==> src/pcp_pkg.sv <==
`timescale 1ns / 1ps
// ----------------------------------------------------------------------------
// pcp_pkg
// Shared constants for the point-in-convex-polygon block.
// ----------------------------------------------------------------------------
package pcp_pkg;

  localparam int MAX_VERTS_DEF  = 16;
  localparam int COORD_BITS_DEF = 16;

  localparam int SLOT_W   = 4;
  localparam int VCOUNT_W = 5;
  localparam int TOL_W    = 32;
  localparam int APB_DW   = 32;
  localparam int APB_AW   = 3;

  localparam int MIN_VERTS = 3;

  localparam logic [TOL_W-1:0] TOL_RESET = TOL_W'(1);

  // register index, taken from paddr[2]
  localparam logic REG_VCOUNT = 1'b0;
  localparam logic REG_TOL    = 1'b1;

  localparam logic FUNC_WRITE = 1'b0;
  localparam logic FUNC_QUERY = 1'b1;

endpackage

==> src/pcp_ram.sv <==
`timescale 1ns / 1ps
// ----------------------------------------------------------------------------
// pcp_ram
// Generic single-write, single-read RAM with registered read data.
// ----------------------------------------------------------------------------
module pcp_ram #(
  parameter int W = 32,
  parameter int D = 16
) (
  input  logic                 clk_i,
  input  logic                 we_i,
  input  logic [$clog2(D)-1:0] waddr_i,
  input  logic [W-1:0]         wdata_i,
  input  logic                 re_i,
  input  logic [$clog2(D)-1:0] raddr_i,
  output logic [W-1:0]         rdata_o
);

  logic [W-1:0] mem [D];

  always_ff @(posedge clk_i) begin
    if (we_i) begin
      mem[waddr_i] <= wdata_i;
    end
    if (re_i) begin
      rdata_o <= mem[raddr_i];
    end
  end

endmodule

==> src/point_in_convex_polygon.sv <==
`timescale 1ns / 1ps
// ----------------------------------------------------------------------------
// point_in_convex_polygon
// Convex polygon point test by edge cross products on a shared multiplier.
// ----------------------------------------------------------------------------
//  channel  | dir | handshake                    | contents
//  s_axis   | in  | s_axis_tvalid / s_axis_tready | tuser: func; tdata: slot, x, y
//  m_axis   | out | m_axis_tvalid / m_axis_tready | tuser: too_few; tdata: inside_res
//  apb      | in  | psel, penable, pwrite, pready | 0x0 vertex_count, 0x4 tolerance
//
// A vertex write is taken while idle. A query with fewer than three vertices
// goes from idle to ST_DONE; otherwise it loads vertex 0 and scans the edges
// (all n, fewer on an early outside exit) through ST_DIFF, ST_MUL1, ST_MUL2,
// ST_SUB and ST_CMP: the single multiplier is used twice per edge, then
// subtract and compare. s_axis_tready is high only while idle; a result
// waiting in the output register holds the next result back. Reset clears
// control, configuration and output registers; the vertex store is not cleared.
// ----------------------------------------------------------------------------
module point_in_convex_polygon #(
  parameter int MAX_VERTS  = pcp_pkg::MAX_VERTS_DEF,
  parameter int COORD_BITS = pcp_pkg::COORD_BITS_DEF,
  localparam int TDATA_W   = ((pcp_pkg::SLOT_W + 2 * COORD_BITS) + 7) / 8 * 8
) (
  input  logic                        clk_i,
  input  logic                        rst_ni,
  // stream in
  input  logic                        s_axis_tvalid,
  output logic                        s_axis_tready,
  input  logic [TDATA_W-1:0]          s_axis_tdata,  // slot, coord_x, coord_y
  input  logic [0:0]                  s_axis_tuser,  // func
  // stream out
  output logic                        m_axis_tvalid,
  input  logic                        m_axis_tready,
  output logic [7:0]                  m_axis_tdata,  // inside_res
  output logic [0:0]                  m_axis_tuser,  // too_few
  // configuration
  input  logic                        psel,
  input  logic                        penable,
  input  logic                        pwrite,
  input  logic [pcp_pkg::APB_AW-1:0]  paddr,
  input  logic [pcp_pkg::APB_DW-1:0]  pwdata,
  output logic [pcp_pkg::APB_DW-1:0]  prdata,
  output logic                        pready
);

  import pcp_pkg::*;

  localparam int CB = COORD_BITS;
  localparam int AW = $clog2(MAX_VERTS);
  localparam int NW = $clog2(MAX_VERTS + 1);
  localparam int DW = CB + 1;          // coordinate difference
  localparam int PW = 2 * DW;          // one product
  localparam int XW = PW + 1;          // cross product
  localparam int CW = (XW > TOL_W) ? XW : TOL_W;

  typedef enum logic [2:0] {
    ST_IDLE, ST_LOAD0, ST_DIFF, ST_MUL1, ST_MUL2, ST_SUB, ST_CMP, ST_DONE
  } state_e;

  typedef enum logic [1:0] {
    SGN_NONE = 2'd0, SGN_POS = 2'd1, SGN_NEG = 2'd2
  } sign_e;

  state_e state_q;
  sign_e  first_q;
  logic   [AW-1:0] idx_q;

  // configuration
  logic [VCOUNT_W-1:0] vcount_q;
  logic [TOL_W-1:0]    tol_q;
  logic                cfg_we;

  assign pready = 1'b1;
  assign cfg_we = psel & penable & pwrite;

  always_ff @(posedge clk_i or negedge rst_ni) begin
    if (!rst_ni) begin
      vcount_q <= '0;
      tol_q    <= TOL_RESET;
    end else if (cfg_we) begin
      case (paddr[2])
        REG_VCOUNT: vcount_q <= pwdata[VCOUNT_W-1:0];
        REG_TOL:    tol_q    <= pwdata[TOL_W-1:0];
        default:    ;
      endcase
    end
  end

  always_comb begin
    case (paddr[2])
      REG_VCOUNT: prdata = APB_DW'(vcount_q);
      REG_TOL:    prdata = APB_DW'(tol_q);
      default:    prdata = '0;
    endcase
  end

  // input fields
  logic                 in_func;
  logic [SLOT_W-1:0]    in_slot;
  logic [CB-1:0]        in_x, in_y;
  logic                 in_acc;

  assign in_func = s_axis_tuser[0];
  assign in_slot = s_axis_tdata[SLOT_W-1:0];
  assign in_x    = s_axis_tdata[SLOT_W +: CB];
  assign in_y    = s_axis_tdata[SLOT_W + CB +: CB];

  assign s_axis_tready = (state_q == ST_IDLE);
  assign in_acc        = s_axis_tvalid & s_axis_tready;

  // effective vertex count, clamped to the store depth
  logic [31:0]   cnt_raw, cnt_eff;
  logic [NW-1:0] n_eff;
  logic          too_few;

  assign cnt_raw = 32'(vcount_q);
  assign cnt_eff = (cnt_raw > 32'(MAX_VERTS)) ? 32'(MAX_VERTS) : cnt_raw;
  assign n_eff   = NW'(cnt_eff);
  assign too_few = cnt_eff < 32'(MIN_VERTS);

  // vertex store
  logic            ram_we, ram_re;
  logic [AW-1:0]   ram_waddr, ram_raddr;
  logic [2*CB-1:0] ram_rdata;
  logic [31:0]     slot_ext;

  assign slot_ext  = 32'(in_slot);
  assign ram_we    = in_acc && (in_func == FUNC_WRITE) && (slot_ext < 32'(MAX_VERTS));
  assign ram_waddr = slot_ext[AW-1:0];

  pcp_ram #(
    .W (2 * CB),
    .D (MAX_VERTS)
  ) u_store (
    .clk_i   (clk_i),
    .we_i    (ram_we),
    .waddr_i (ram_waddr),
    .wdata_i ({in_y, in_x}),
    .re_i    (ram_re),
    .raddr_i (ram_raddr),
    .rdata_o (ram_rdata)
  );

  // edge bookkeeping
  logic          last_edge;
  logic [NW:0]   nxt2;
  logic          more_reads;

  assign last_edge  = (NW'(idx_q) + NW'(1)) == n_eff;
  assign nxt2       = (NW + 1)'(idx_q) + (NW + 1)'(2);
  assign more_reads = nxt2 < (NW + 1)'(n_eff);

  always_comb begin
    ram_re    = 1'b0;
    ram_raddr = '0;
    case (state_q)
      ST_IDLE: begin
        ram_re    = in_acc && (in_func == FUNC_QUERY) && !too_few;
        ram_raddr = '0;
      end
      ST_LOAD0: begin
        ram_re    = 1'b1;
        ram_raddr = AW'(1);
      end
      ST_CMP: begin
        ram_re    = more_reads;
        ram_raddr = nxt2[AW-1:0];
      end
      default: ;
    endcase
  end

  // datapath
  logic signed [CB-1:0] px_q, py_q, ax_q, ay_q, v0x_q, v0y_q;
  logic signed [CB-1:0] rx, ry, bx, by;
  logic signed [DW-1:0] abx_q, aby_q, apx_q, apy_q;
  logic signed [DW-1:0] mul_a, mul_b;
  logic signed [PW-1:0] prod, p1_q, p2_q;
  logic signed [XW-1:0] cross_q;
  logic        [XW-1:0] mag;
  logic                 skip, pos;
  sign_e                cur;

  assign rx = ram_rdata[CB-1:0];
  assign ry = ram_rdata[2*CB-1:CB];
  assign bx = last_edge ? v0x_q : rx;
  assign by = last_edge ? v0y_q : ry;

  // the shared multiplier
  assign mul_a = (state_q == ST_MUL1) ? abx_q : aby_q;
  assign mul_b = (state_q == ST_MUL1) ? apy_q : apx_q;
  assign prod  = mul_a * mul_b;

  assign mag  = cross_q[XW-1] ? XW'(-cross_q) : XW'(cross_q);
  assign skip = CW'(mag) < CW'(tol_q);
  assign pos  = !cross_q[XW-1] && (cross_q != '0);
  assign cur  = pos ? SGN_POS : SGN_NEG;

  always_ff @(posedge clk_i) begin
    case (state_q)
      ST_IDLE: begin
        px_q <= in_x;
        py_q <= in_y;
      end
      ST_LOAD0: begin
        ax_q  <= rx;
        ay_q  <= ry;
        v0x_q <= rx;
        v0y_q <= ry;
      end
      ST_DIFF: begin
        abx_q <= DW'(bx) - DW'(ax_q);
        aby_q <= DW'(by) - DW'(ay_q);
        apx_q <= DW'(px_q) - DW'(ax_q);
        apy_q <= DW'(py_q) - DW'(ay_q);
        ax_q  <= bx;
        ay_q  <= by;
      end
      ST_MUL1: p1_q <= prod;
      ST_MUL2: p2_q <= prod;
      ST_SUB:  cross_q <= XW'(p1_q) - XW'(p2_q);
      default: ;
    endcase
  end

  // sequencer and output register
  logic res_inside_q, res_few_q;
  logic out_valid_q, out_inside_q, out_few_q;
  logic out_free;

  assign out_free = !out_valid_q || m_axis_tready;

  always_ff @(posedge clk_i or negedge rst_ni) begin
    if (!rst_ni) begin
      state_q      <= ST_IDLE;
      first_q      <= SGN_NONE;
      idx_q        <= '0;
      res_inside_q <= 1'b0;
      res_few_q    <= 1'b0;
      out_valid_q  <= 1'b0;
      out_inside_q <= 1'b0;
      out_few_q    <= 1'b0;
    end else begin
      // ST_DONE handles the output register itself
      if (m_axis_tready && (state_q != ST_DONE)) begin
        out_valid_q <= 1'b0;
      end
      case (state_q)
        ST_IDLE: begin
          if (in_acc && (in_func == FUNC_QUERY)) begin
            idx_q   <= '0;
            first_q <= SGN_NONE;
            if (too_few) begin
              res_inside_q <= 1'b0;
              res_few_q    <= 1'b1;
              state_q      <= ST_DONE;
            end else begin
              state_q <= ST_LOAD0;
            end
          end
        end
        ST_LOAD0: state_q <= ST_DIFF;
        ST_DIFF:  state_q <= ST_MUL1;
        ST_MUL1:  state_q <= ST_MUL2;
        ST_MUL2:  state_q <= ST_SUB;
        ST_SUB:   state_q <= ST_CMP;
        ST_CMP: begin
          res_few_q <= 1'b0;
          if (!skip && (first_q != SGN_NONE) && (cur != first_q)) begin
            res_inside_q <= 1'b0;
            state_q      <= ST_DONE;
          end else begin
            if (!skip && (first_q == SGN_NONE)) begin
              first_q <= cur;
            end
            if (last_edge) begin
              res_inside_q <= 1'b1;
              state_q      <= ST_DONE;
            end else begin
              idx_q   <= idx_q + AW'(1);
              state_q <= ST_DIFF;
            end
          end
        end
        ST_DONE: begin
          if (out_free) begin
            out_valid_q  <= 1'b1;
            out_inside_q <= res_inside_q;
            out_few_q    <= res_few_q;
            first_q      <= SGN_NONE;
            idx_q        <= '0;
            state_q      <= ST_IDLE;
          end
        end
        default: state_q <= ST_IDLE;
      endcase
    end
  end

  assign m_axis_tvalid = out_valid_q;
  assign m_axis_tdata  = {7'b0, out_inside_q};
  assign m_axis_tuser  = out_few_q;

endmodule

==> config.mk <==
export PLATFORM = sky130hd
export DESIGN_NAME = point_in_convex_polygon
export DESIGN_NICKNAME = d
export VERILOG_FILES = /design/src/pcp_pkg.sv /design/src/pcp_ram.sv /design/src/point_in_convex_polygon.sv
export SDC_FILE = /design/constraint.sdc
export NUM_CORES = 2
export LEC_CHECK = 0
export ABC_AREA = 1
export BUFFER_PORTS_ARGS = -buffer_cell sky130_fd_sc_hd__buf_2
export CAP_MARGIN = 10
export CORE_ASPECT_RATIO = 0.7
export CORE_MARGIN = 3
export CORE_UTILIZATION = 46
export DETAILED_ROUTE_END_ITERATION = 10
export PLACE_DENSITY = 0.63
export SETUP_SLACK_MARGIN = 0.5
export SLEW_MARGIN = 10
export SYNTH_ARGS = -nofsm -noshare
export SYNTH_HDL_FRONTEND = slang
export SYNTH_HIERARCHICAL = 1
export SYNTH_SLANG_ARGS = --single-unit
==> constraint.sdc <==
create_clock -name clk_i -period 8.7 [get_ports clk_i]
set_clock_uncertainty 0.1 [all_clocks]
set_input_delay 0.435 -clock clk_i [delete_from_list [all_inputs] [get_ports clk_i]]
set_output_delay 0.435 -clock clk_i [all_outputs]
set_load 0.05 [all_outputs]
; After elaboration in Yosys (flattened, before gate mapping)
; Memory sizes are Yosys's and may differ from the RTL's. A register that Yosys moved wholly into a read port is not among the register bits.
; Cells that the tools add are included.
; Widths: inputs -> output; s select.
[totals]
elab_cells = 131
ff_bits = 318
input_bits = 83
memories = 1
ram_bits = 512
out_inout_bits = 44
[op_classes]
muxes = 41
reduce_logical = 29
mul = 1
order_cmp = 5
bitwise_logic = 5
n_eq_ne = 17
add_sub_neg = 9
[memory_table]
columns = memory, words, width, rd, rd_ports_with_merged_regs, write_ports, line_no
row1 = u_store.mem, 16, 32, 1, 1, 1, pcp_ram.sv:19  ; logic [W-1:0] mem [D];
[ops]
columns = op, count
row1 = $sub 16x16->17, 4
row2 = $pmux 16 s2, 2
row3 = $pmux 32 s2, 1
row4 = $lt 35x32->1, 1
row5 = $mux 35, 1
row6 = $neg 35->35, 1
row7 = $reduce_bool 35->1, 1
row8 = $sub 34x34->35, 1
row9 = $mul 17x17->34, 1
row10 = $mux 17, 2
row11 = $mux 16, 2
row12 = $pmux 3 s8, 1
row13 = $mux 4, 4
row14 = $mux 3, 5
row15 = $eq 3x3->1 const B, 4
row16 = $pmux 4 s3, 1
row17 = $mux 1, 11
row18 = $mux 2, 5
row19 = $reduce_and 5->1, 2
row20 = $logic_and 1x1->1, 9
row21 = $ne 2x2->1 const B, 4
row22 = $pmux 4 s2, 1
row23 = $reduce_and 2->1, 4
row24 = $eq 3x2->1 const B, 2
row25 = other kinds (26), 37

; Longest topological paths before layout
[depth]
depth_word = 8
depth_mapped = 33
mapped_depth_nobuf = 31

; Cells and area by module
; Netlist, hierarchy kept.
[by_module_without_submodules]
columns = mod, area_per_inst_um2, cells_each, instances
row1 = point_in_convex_polygon, 29024.1, 3225, 1
row2 = pcp_ram, 23050.9, 2120, 1

; Worst setup path before layout
; Ideal clock, no wire load.
[synth_path]
path_kind = reg2reg
startpoint = register state_q[2]
endpoint = register p1_q[33], data pin
stages_incl_launch_ff = 26
setup_ns = 0.264
path_slack_ns = 1.547
n_path_buf = 2
arrival_time_ns = 6.789
cell_sequence = dfrtp_1 -> buf_2 -> nor2_4 -> inv_2 -> buf_2 -> o21ai_2 -> inv_1 -> nor2_1 -> fa_1 -> fa_1 -> fa_1 -> fa_1 -> fa_1 -> inv_1 -> fa_1 -> inv_1 -> ha_1 -> nand2_1 -> nor3_1 -> nand3_1 -> nand3_1 -> nand3_1 -> nand2_1 -> nand2_1 -> nand3b_1 -> xnor2_1
[synth_between]
elab_chain_cells = 3
elab_cells_between_ends = 4
[synth_lines]
columns = item, line_no
row1 = from (decl), point_in_convex_polygon.sv:64  ; state_e state_q;
row2 = from (signal assigned), point_in_convex_polygon.sv:235  ; state_q <= ST_IDLE;
row3 = from (signal assigned), point_in_convex_polygon.sv:256  ; state_q <= ST_DONE;
row4 = from (signal assigned), point_in_convex_polygon.sv:258  ; state_q <= ST_LOAD0;
row5 = $eq 3x2->1 *, "point_in_convex_polygon.sv:190, point_in_convex_polygon.sv:191"
row6 = "$mux 17, on equally long branches", "point_in_convex_polygon.sv:190, point_in_convex_polygon.sv:191"
row7 = $mul 17x17->34 *, point_in_convex_polygon.sv:192  ; assign prod = mul_a * mul_b;
row8 = net prod[33], point_in_convex_polygon.sv:178  ; logic signed [PW-1:0] prod, p1_q, p2_q;
row9 = to (signal assigned), point_in_convex_polygon.sv:219  ; ST_MUL1: p1_q <= prod;
row10 = to (decl), point_in_convex_polygon.sv:178
; Mark *: on every way through the listed nets, which the timed path passes. The rest lies on a longest branch.
; A chain may end at the register's enable or synchronous reset.

; Worst setup path after layout
[layout_path]
startpoint = register state_q[1]
endpoint = register p2_q[33], data pin
[layout_between]
elab_chain_cells = 3
elab_cells_between_ends = 4
[layout_lines]
columns = item, line_no
row1 = $eq 3x2->1 *, "point_in_convex_polygon.sv:190, point_in_convex_polygon.sv:191"
row2 = "$mux 17, on equally long branches", "point_in_convex_polygon.sv:190, point_in_convex_polygon.sv:191"
row3 = $mul 17x17->34 *, point_in_convex_polygon.sv:192
row4 = net prod[33], point_in_convex_polygon.sv:178
row5 = to (signal assigned), point_in_convex_polygon.sv:220  ; ST_MUL2: p2_q <= prod;
row6 = to (decl), point_in_convex_polygon.sv:178
; Marked as above.

==> metrics <==
crit path max-delay cell type clkinv_1; die area 0.117 mm2; worst path required time 8.99 ns; CTS Buf Count 86; Clk pin slew, worst setup/hold paths 0.06 ns; Root Buffer clkbuf_16; initial core utilization 0.467; hold crit path type in -> reg; Residual DRC 0; global placement routability congestion 0.927; simple-gate area share of the yosys netlist 0.163; Post-synth ARST share 0.0592; max incr delay on CP 0.56 ns; Total GRT Usage 0.227; IO Pins 127; routed length per placed instance 18.6 um; synthesized flop and latch total 862; met2 GRT Util 0.313; clk_lat worst skew 0.69 ns; Via density 5.17; reg2reg end p2_q[33]; share of layout cells above drive strength 1 0.0675; H-tree Lvls 3; core region area 0.111 mm2; die width 408 um; Final #Nets 6089; initial antenna violation count 1; drt total wl 132000 um; worst rel slew slack 0.241; PortBufs 112; post-synthesis mux area share 0.000985; synthesized instance count 5345; Most Crowded Layer GR met1; Ys Warns 6; Setup crit end p2_q[33]; Arr. time, crit path 8.06 ns; Startpoint Class register; vias in the first global route 35000; total gr overflow 0; period utilisation layout 0.894; setup TNS 0 ns; crit path capture type register; DIE HEIGHT 288 um; Avg Inst Size Synth 9.74 um2; adder-cell share of the synthesized area 0.169; P&R area growth vs syn 10.3%; flop2flop setup slack 0.92 ns; transition time of the tightest slew-check pin 1.14 ns; Seq/Total Area, Yosys 0.492; Final min period 7.78 ns; DPL Wire Length 91400 um; Yosys cell types 60; GR met3 Demand/Resource 0.0606; clock tree sinks 862; RSZ-0062 raised after global routing false; Final setup viols 0; path type of the worst setup path reg -> reg; post-synthesis compound-gate area fraction 0.0495; Rows 102; Final Hold Vio Count 0; drt pass-1 iters 5; DRT iter0 DRCs 3703; vias after detailed routing 36500; Mapped Area 0.0521 mm2; status finished, final reports clean; Final ANT Viol Nets 0; achievable clock frequency 129 MHz; largest net degree at the start of global routing 180; Post-synth EDFFs 811; crit-path most repeated cell fa_1; grt met1 use 0.355; TritonCTS clock tree built; ys flop type edfxtp_1; # placed instances 6862; Worst Setup SP state_q[1]; Final Max Tran Viols 0; number of max-cap violations 0; Worst Path Max Fanout 23; first-pass GRT wire length 206000 um; largest family of logic cells by synthesized area adder cells; XOR/XNOR Fraction of Synth Area 0.0267; worst reg-to-reg path cell count 29; final std cells w/o fill 7066; RR Startpoint state_q[1]; clk buf depth 3
-- repair_timing --
action,in CTS,in global routing
setup buffers,0,0
hold buffers,41,0
resized for setup,0,5
setup endpoints to repair,0,10
endpoints found under the hold margin,151,0
-- registers in the layout, indices dropped and copies added (netlist names), 32 cells and up --
register         flops
p2_q                34
cross_q             35
u_store/rdata_o     32
u_store/mem        512
p1_q                34
tol_q               32
-- cell usage after synthesis, types with 6 or more instances --
cell type | instances | share of area
ha_1 | 222 | 0.053
xor2_1 | 100 | 0.017
o21ai_2 | 20 | 0.0034
dfrtp_1 | 50 | 0.024
buf_6 | 31 | 0.0067
o21ai_0 | 154 | 0.015
inv_1 | 1073 | 0.077
edfxtp_1 | 811 | 0.47
a21o_1 | 10 | 0.0014
a31oi_1 | 6 | 0.00072
o21ai_1 | 44 | 0.0042
nor2_1 | 341 | 0.025
clkinv_1 | 7 | 0.00050
nand2_1 | 1223 | 0.088
o31ai_1 | 9 | 0.0013
buf_1 | 14 | 0.0010
nand3_1 | 438 | 0.042
xnor2_1 | 59 | 0.0099
clkbuf_1 | 44 | 0.0032
nor3_1 | 23 | 0.0022
nor4_1 | 9 | 0.0011
nand4_1 | 10 | 0.0012
inv_2 | 7 | 0.00050
fa_1 | 301 | 0.12
buf_2 | 63 | 0.0061
buf_4 | 18 | 0.0026
a21oi_1 | 190 | 0.018
o21bai_1 | 7 | 0.0010
-- cell type report --
type	count	area [um2]
fill	9922	54000
sequential	862	25600
multi-input combinational	3230	21600
inverter	1088	4090
clock buffer	107	2240
tap	1508	1890
timing repair buffer	215	1450
clock inverter	53	592
antenna	3	7.51
-- stage by stage --
step / worst slack [ns] / hold WS (ns) / utilization / area [um2]
after floorplan: 1.55 / 0.0394 / - / 52100
after global placement: 0.974 / 0.331 / 0.486 / 54200
after detailed placement: 0.871 / 0.336 / 0.486 / 54200
after global routing: 0.518 / 0.0202 / 0.516 / 57500
final: 0.922 / 0.0346 / 0.516 / 57500
after CTS: 0.796 / 0.000615 / 0.515 / 57400
-- worst min-delay path by stage --
stage / cells past startpoint / to / from / slack (ns)
after global placement: 0 / v0x_q[4] / u_store/rdata_o[4] / 0.33
after detailed placement: 0 / v0y_q[5] / u_store/rdata_o[21] / 0.34
after floorplan: 0 / first_q[0] / rst_ni / 0.04
after global routing: 1 / u_store/mem[7][25] / s_axis_tdata[29] / 0.02
final: 1 / u_store/mem[3][22] / s_axis_tdata[26] / 0.03
after CTS: 1 / u_store/mem[7][25] / s_axis_tdata[29] / 0.0006
-- kinds of logic (layout without fill, tap and decap cells) --
kind of cell             after synthesis  count (layout)
adder cells (fa/ha/maj)              523             523
buffers and inverters               1259            1463
AO/OA/AOI/OAI                        467             467
AND/OR/NAND/NOR                     2068            2068
multiplexers                           5               5
XOR/XNOR                             159             159
flip-flops                           862             862
other                                  2              11
-- metal layers --
layer,wire [um],share of wire
met5,99,0.00075
met4,2370,0.018
met3,13100,0.10
met2,52900,0.40
met1,63200,0.48
-- worst max-delay path: cells and delay by family (launching register included) --
family | cells | cell delay, ns
flops | 1 | 0.42
simple gates | 10 | 1.29
buf+inv | 7 | 1.41
fa+ha+maj | 7 | 3.18
xor+xnor | 1 | 0.17
compound gates | 4 | 0.90
-- cells in the final DEF (no fill, tap or decap), types with 9 or more instances in the layout --
cell and instances:
a21o_1 10, a21oi_1 190, buf_2 112, buf_4 61, bufinv_16 9, clkbuf_1 20, clkbuf_16 86, clkinv_1 24
clkinv_2 14, dfrtp_1 49, dlygate4sd3_1 41, edfxtp_1 811, fa_1 300, ha_1 222, inv_1 1072, nand2_1 1222
nand3_1 438, nand4_1 10, nor2_1 317, nor2_4 25, nor3_1 23, o21ai_0 153, o21ai_1 43, o21ai_2 21
xnor2_1 59, xor2_1 100
Power is not shown: default switching activity piles up to over one toggle a cycle in this logic, so the estimate is an artifact.
